===== config.mk =====
export PLATFORM = sky130hd
export DESIGN_NAME = pomr_serial_div
export DESIGN_NICKNAME = d
export VERILOG_FILES = /design/src/sv/pomr_pkg.sv /design/src/sv/pomr_serial_div.sv
export SDC_FILE = /design/constraint.sdc
export NUM_CORES = 1
export LEC_CHECK = 0
export ABC_AREA = 1
export BUFFER_PORTS_ARGS = -buffer_cell sky130_fd_sc_hd__buf_2
export CORE_UTILIZATION = 54
export CTS_CLUSTER_SIZE = 10
export DETAILED_ROUTE_END_ITERATION = 12
export HOLD_SLACK_MARGIN = 0.02
export PLACE_DENSITY_LB_ADDON = 0.3
export SLEW_MARGIN = 15
export SYNTH_ARGS = -nofsm -noshare
export SYNTH_HDL_FRONTEND = slang
export SYNTH_SLANG_ARGS = --single-unit

===== constraint.sdc =====
create_clock -name clk -period 3.1 [get_ports clk]
set_input_delay 0.31 -clock clk [delete_from_list [all_inputs] [get_ports clk]]
set_output_delay 0.31 -clock clk [all_outputs]
set_load 0.05 [all_outputs]

===== src/sv/pomr_pkg.sv =====
`timescale 1ns / 1ps
// Package: shared types and constants for the per-object window mean block
package pomr_pkg;

  localparam int FIELD_W    = 12;
  localparam int SLOT_W     = 6;
  localparam int CMD_W      = 2;
  localparam int STAT_W     = 2;
  localparam int NUM_FIELDS = 4;
  localparam int MAX_SLOTS  = 1 << SLOT_W;

  typedef logic [FIELD_W-1:0] field_t;
  // index 0 x, 1 y, 2 width, 3 height
  typedef field_t [NUM_FIELDS-1:0] rect_t;

  typedef enum logic [CMD_W-1:0] {
    CMD_ADD    = 2'd0,
    CMD_UPDATE = 2'd1,
    CMD_DELETE = 2'd2,
    CMD_NOP    = 2'd3
  } command_t;

  typedef enum logic [STAT_W-1:0] {
    STAT_ADDED   = 2'd0,
    STAT_UPDATED = 2'd1,
    STAT_REMOVED = 2'd2,
    STAT_ERROR   = 2'd3
  } status_t;

  typedef enum logic [2:0] {
    S_IDLE,
    S_LOOKUP,
    S_READ,
    S_DIV_START,
    S_DIV_WAIT,
    S_OUT
  } state_t;

endpackage


===== src/sv/pomr_serial_div.sv =====
`timescale 1ns / 1ps
// Bit-serial restoring divider, four lanes sharing one divisor
module pomr_serial_div import pomr_pkg::*; #(
  parameter int SUM_W = 16,
  parameter int CNT_W = 4
) (
  input  logic                                clk,
  input  logic                                rst,
  input  logic                                start,
  input  logic [NUM_FIELDS-1:0][SUM_W-1:0]    dividend,
  input  logic [CNT_W-1:0]                    divisor,
  output logic                                done,
  output rect_t                               quotient
);

  localparam int STEP_W = (SUM_W > 1) ? $clog2(SUM_W) : 1;

  logic                             busy, busy_next;
  logic                             done_next;
  logic [STEP_W-1:0]                step, step_next;
  logic [CNT_W-1:0]                 dvs;
  logic [NUM_FIELDS-1:0][SUM_W-1:0] quo, quo_next;
  logic [NUM_FIELDS-1:0][CNT_W-1:0] rem, rem_next;
  logic [NUM_FIELDS-1:0][CNT_W:0]   trial;

  always_comb begin
    busy_next = busy;
    step_next = step;
    done_next = 1'b0;
    quo_next  = quo;
    rem_next  = rem;
    for (int f = 0; f < NUM_FIELDS; f++) begin
      trial[f] = {rem[f], quo[f][SUM_W-1]};
    end
    if (start) begin
      busy_next = 1'b1;
      step_next = '0;
      quo_next  = dividend;
      rem_next  = '0;
    end else if (busy) begin
      for (int f = 0; f < NUM_FIELDS; f++) begin
        if (trial[f] >= {1'b0, dvs}) begin
          rem_next[f] = CNT_W'(trial[f] - {1'b0, dvs});
          quo_next[f] = {quo[f][SUM_W-2:0], 1'b1};
        end else begin
          rem_next[f] = trial[f][CNT_W-1:0];
          quo_next[f] = {quo[f][SUM_W-2:0], 1'b0};
        end
      end
      if (step == STEP_W'(SUM_W - 1)) begin
        busy_next = 1'b0;
        done_next = 1'b1;
      end else begin
        step_next = step + 1'b1;
      end
    end
  end

  always_ff @(posedge clk) begin
    if (rst) begin
      busy <= 1'b0;
      done <= 1'b0;
    end else begin
      busy <= busy_next;
      done <= done_next;
    end
  end

  always_ff @(posedge clk) begin
    step <= step_next;
    quo  <= quo_next;
    rem  <= rem_next;
    if (start) begin
      dvs <= divisor;
    end
  end

  always_comb begin
    for (int f = 0; f < NUM_FIELDS; f++) begin
      quotient[f] = quo[f][FIELD_W-1:0];
    end
  end

  a_start_when_free: assert property (@(posedge clk) disable iff (rst)
    start |-> !busy)
    else $error("divider started while busy");

  a_done_ends_run: assert property (@(posedge clk) disable iff (rst)
    done |-> ($past(busy) && !busy))
    else $error("divider done without a run");

  a_rem_below_divisor: assert property (@(posedge clk) disable iff (rst)
    busy |-> (rem[0] < dvs))
    else $error("partial remainder not below divisor");

endmodule


==> results.rst <==
.. list-table::
   :header-rows: 1

   * - Metric
     - Value
   * - Proportion of synthesized chip area in sequential cells
     - 52.3%
   * - Number of synthesis warnings
     - 0
   * - Overflow left after global routing
     - 0
   * - Switching Power
     - 1.14 mW
   * - Mean number of vias per cell
     - 4.97
   * - Antenna-violating nets left
     - 0
   * - Tightest Pin Transition
     - about 720 ps
   * - Run status
     - completed
   * - Hold Path Depth
     - 1
   * - Buffer cell driving the clock tree root
     - clkbuf_8
   * - Sink count of the clock tree
     - 90
   * - Routed wire length per instance
     - 12.9 um
   * - Maximum number of pins on one net before global-route repair
     - 74
   * - Ratio of cells with drive above 1 in the final layout
     - approximately a quarter
   * - Highest-count cells in the layout ignoring fill and taps
     - nand2_1, buf_2, edfxtp_1, nand3_1, inv_1
   * - Post-route setup slack
     - 1330 ps
   * - Initial core utilization
     - 56.7%
   * - Number of distinct library cell variants in the gate-level netlist after synthesis
     - 28
   * - IO buf count
     - around 120
   * - Dominant register cell in the synthesized netlist
     - edfxtp_1
   * - Initial antenna violation count
     - 0
   * - Fraction of power consumed by combinational cells
     - 28.5%
   * - Commonest non-fill, non-tap cell in the layout
     - nand2_1
   * - FF-to-FF path depth
     - 8
   * - Max-slew headroom at the worst pin
     - 52.2%
   * - Number of CTS-inserted buffers
     - 9
   * - Kind of launch point of the worst setup path
     - register
   * - Number of rows created at floorplan
     - 33
   * - Number of setup buffers added after CTS
     - 0
   * - # setup viols final
     - 0
   * - Routability congestion estimate from global placement
     - around 0.86
   * - Worst reg2reg setup slack
     - 1330 ps
   * - Hold-fix buffer count after cts
     - 0
   * - Global-route wire length before repair
     - 14.2 mm
   * - Leak
     - ~2.7 nW
   * - Proportion of power drawn by flip-flops and latches
     - 47.3%
   * - Post-Place Setup Slack
     - 1270 ps
   * - Clock-pin slew on the worst setup and hold paths
     - 90 ps
   * - Pwr dens
     - 620 nW/um^2
   * - Data required time at the worst endpoint
     - 3350 ps
   * - Crit path DAT
     - 2030 ps
   * - TritonRoute pass-1 iters
     - 5
   * - Detailed-route wire length
     - 9.19 mm
   * - Total negative slack
     - 0 ps
   * - Largest vdd supply drop
     - 0.277 mV
   * - Overall routing resource usage
     - 20.2%
   * - Area of the mapped netlist
     - around 4700 sq um
   * - Final nets
     - 696
   * - CORE AREA
     - between 8000 and 9000 sq um
   * - Total placed cells including tap cells
     - 698
   * - Post-synth ARST share
     - 0%
   * - Max H-tree Level
     - 3
   * - Iteration-0 DRC Markers
     - about 140
   * - Insertion delay to the later sink of the worst-skew pair
     - 350 ps
   * - TritonCTS clock tree
     - done
   * - Die area
     - 9170 sq um
   * - #FFs+latches synth
     - 90
   * - Final Instance Count excl. Fillers
     - 714
   * - Internal power
     - 2.12 mW
   * - Diodes inserted
     - 0
   * - Synthesized area per cell
     - 8.86 sq um
   * - Sequential cell area
     - 2480 sq um
   * - Max Clock Skew
     - about 13 ps
   * - Area overhead of the layout relative to synthesis
     - 10.6%
   * - Number of flops mapped to enable cells by yosys
     - 68
   * - Hold Startpoint
     - divisor[2]
   * - Number of hold violations in the final report
     - 0
   * - Detailed-route via count
     - between 3,000 and 4,000
   * - F_max
     - 0.564 GHz
   * - Post-Syn Nets
     - 628
   * - HPWL after detailed placement
     - 6.34 mm
   * - Gate Count Post-Synth
     - 536
   * - Maximum buffer depth of the clock tree
     - 2
   * - Number of fill cells in the layout
     - between 700 and 800
   * - Width of the chip
     - 95.8 um
   * - Ratio of final minimum period to clock period
     - 57.2%
   * - FF-to-FF End
     - rem[13]
   * - Critical R2R Launch
     - dvs[1]
   * - Final critical delay including setup and external delays
     - ~1800 ps
   * - Clock share of power
     - 24.2%
   * - Critical path fanouts, max
     - 7
   * - Multi-input logic area
     - 1720 sq um
   * - Hold crit path type
     - in2reg
   * - Switching fraction of total power
     - 34.9%
   * - Die Y-Extent
     - 95.8 um
   * - Class of the most critical setup path
     - reg2reg
   * - Unrepaired setup endpoints after global routing
     - no
   * - Number of I/O pins
     - 120
   * - Remaining routing DRC violations
     - 0
   * - Post-layout util
     - 62.7%
   * - Vias in the first global route
     - 3,183
   * - Final Slew Violations
     - 0
   * - Count of maximum capacitance violations
     - 0
   * - Critical Path Sink Type
     - register
   * - End point of the most critical hold path
     - dvs[2]
   * - Total of cells resized after clock tree synthesis
     - 0
-- cell usage after synthesis (2+ instances only) --
library cell / number / area (sq um)
edfxtp_1: 68 / 2040
fa_1: 4 / 80.1
nand3_1: 34 / 170
nand2_1: 243 / 912
clkbuf_1: 6 / 22.5
a21oi_1: 11 / 55.1
nand3b_1: 4 / 30.0
dfxtp_1: 22 / 440
xor2_1: 4 / 35.0
a31oi_1: 5 / 31.3
nand2_2: 8 / 50.1
nor2_1: 14 / 52.6
ha_1: 17 / 213
buf_2: 8 / 40.0
buf_6: 2 / 22.5
inv_1: 24 / 90.1
buf_4: 48 / 360
o21a_2: 4 / 35.0
-- logic make-up after synthesis --
family	Yosys count	share of synthesized area (%)
DFF	90	52.3
adders and majority gates	21	6.16
xor gates and xnor gates	5	0.922
and+or+nand+nor	306	26.2
AOI/OAI and AO/OA	23	2.92
buffers and inverters	91	11.6
-- power by group through the flow --
stage          combinational, mW  clock (mW)  sequential (mW)
2_1_floorplan              0.817           0             1.54
3_3_place_gp               0.900           0             1.56
3_5_place_dp               0.927           0             1.56
4_1_cts                    0.933       0.804             1.54
5_1_grt                     1.03       0.854             1.56
6_report                   0.928       0.787             1.54
-- through the flow --
stage / hold slack, ps / instance area (sq um) / power [mW]
after CTS: 113 / 5250 / 3.28
after global routing: 107 / 5250 / 3.44
final: 131 / 5250 / 3.26
after floorplan: 379 / 4750 / 2.36
after global placement: 443 / 5060 / 2.46
after detailed placement: 440 / 5060 / 2.49
-- flip-flops by register name, summed over array words and instances, names as in the netlist --
name and cells:
done 1, dvs 4, step 4, busy 1, rem 16, quo 16
quotient 48
-- cell type report --
cell class	count	area share, %
multi-input combinational	355	32.7
timing repair buffer	121	11.9
clock inverter	6	1.26
tap	105	2.50
clock buffer	10	2.43
sequential	90	47.3
inverter	27	1.98
-- critical path, cell delays in order, from the launching register on --
cell	delay (ps)
edfxtp_1	540
inv_1	160
ha_1	330
nand2_1	80
o21a_2	270
nand2_2	110
nand2_1	60
nand3_1	70
nand2_1	50
-- worst max path at each step --
stage | from | to | slack (ps) | depth (start not counted)
CTS | dvs[1] | rem[13] | 1310 | 8
global route | dvs[1] | rem[12] | 1210 | 8
global placement | start | quo[47] | 1330 | 4
floorplan | busy | quo[12] | 760 | 3
finish | dvs[1] | rem[13] | 1330 | 8
detailed placement | start | step[2] | 1270 | 6
-- routing by layer --
metal	up-vias	share of wire, %	GRT usage (%)
li1	1820	-	-
met1	1618	46	26.1
met2	99	48	33.9
met3	12	4.9	3.32
met4	0	1.3	8.33
met5	-	0	0
(Power assumes the default switching activity.)
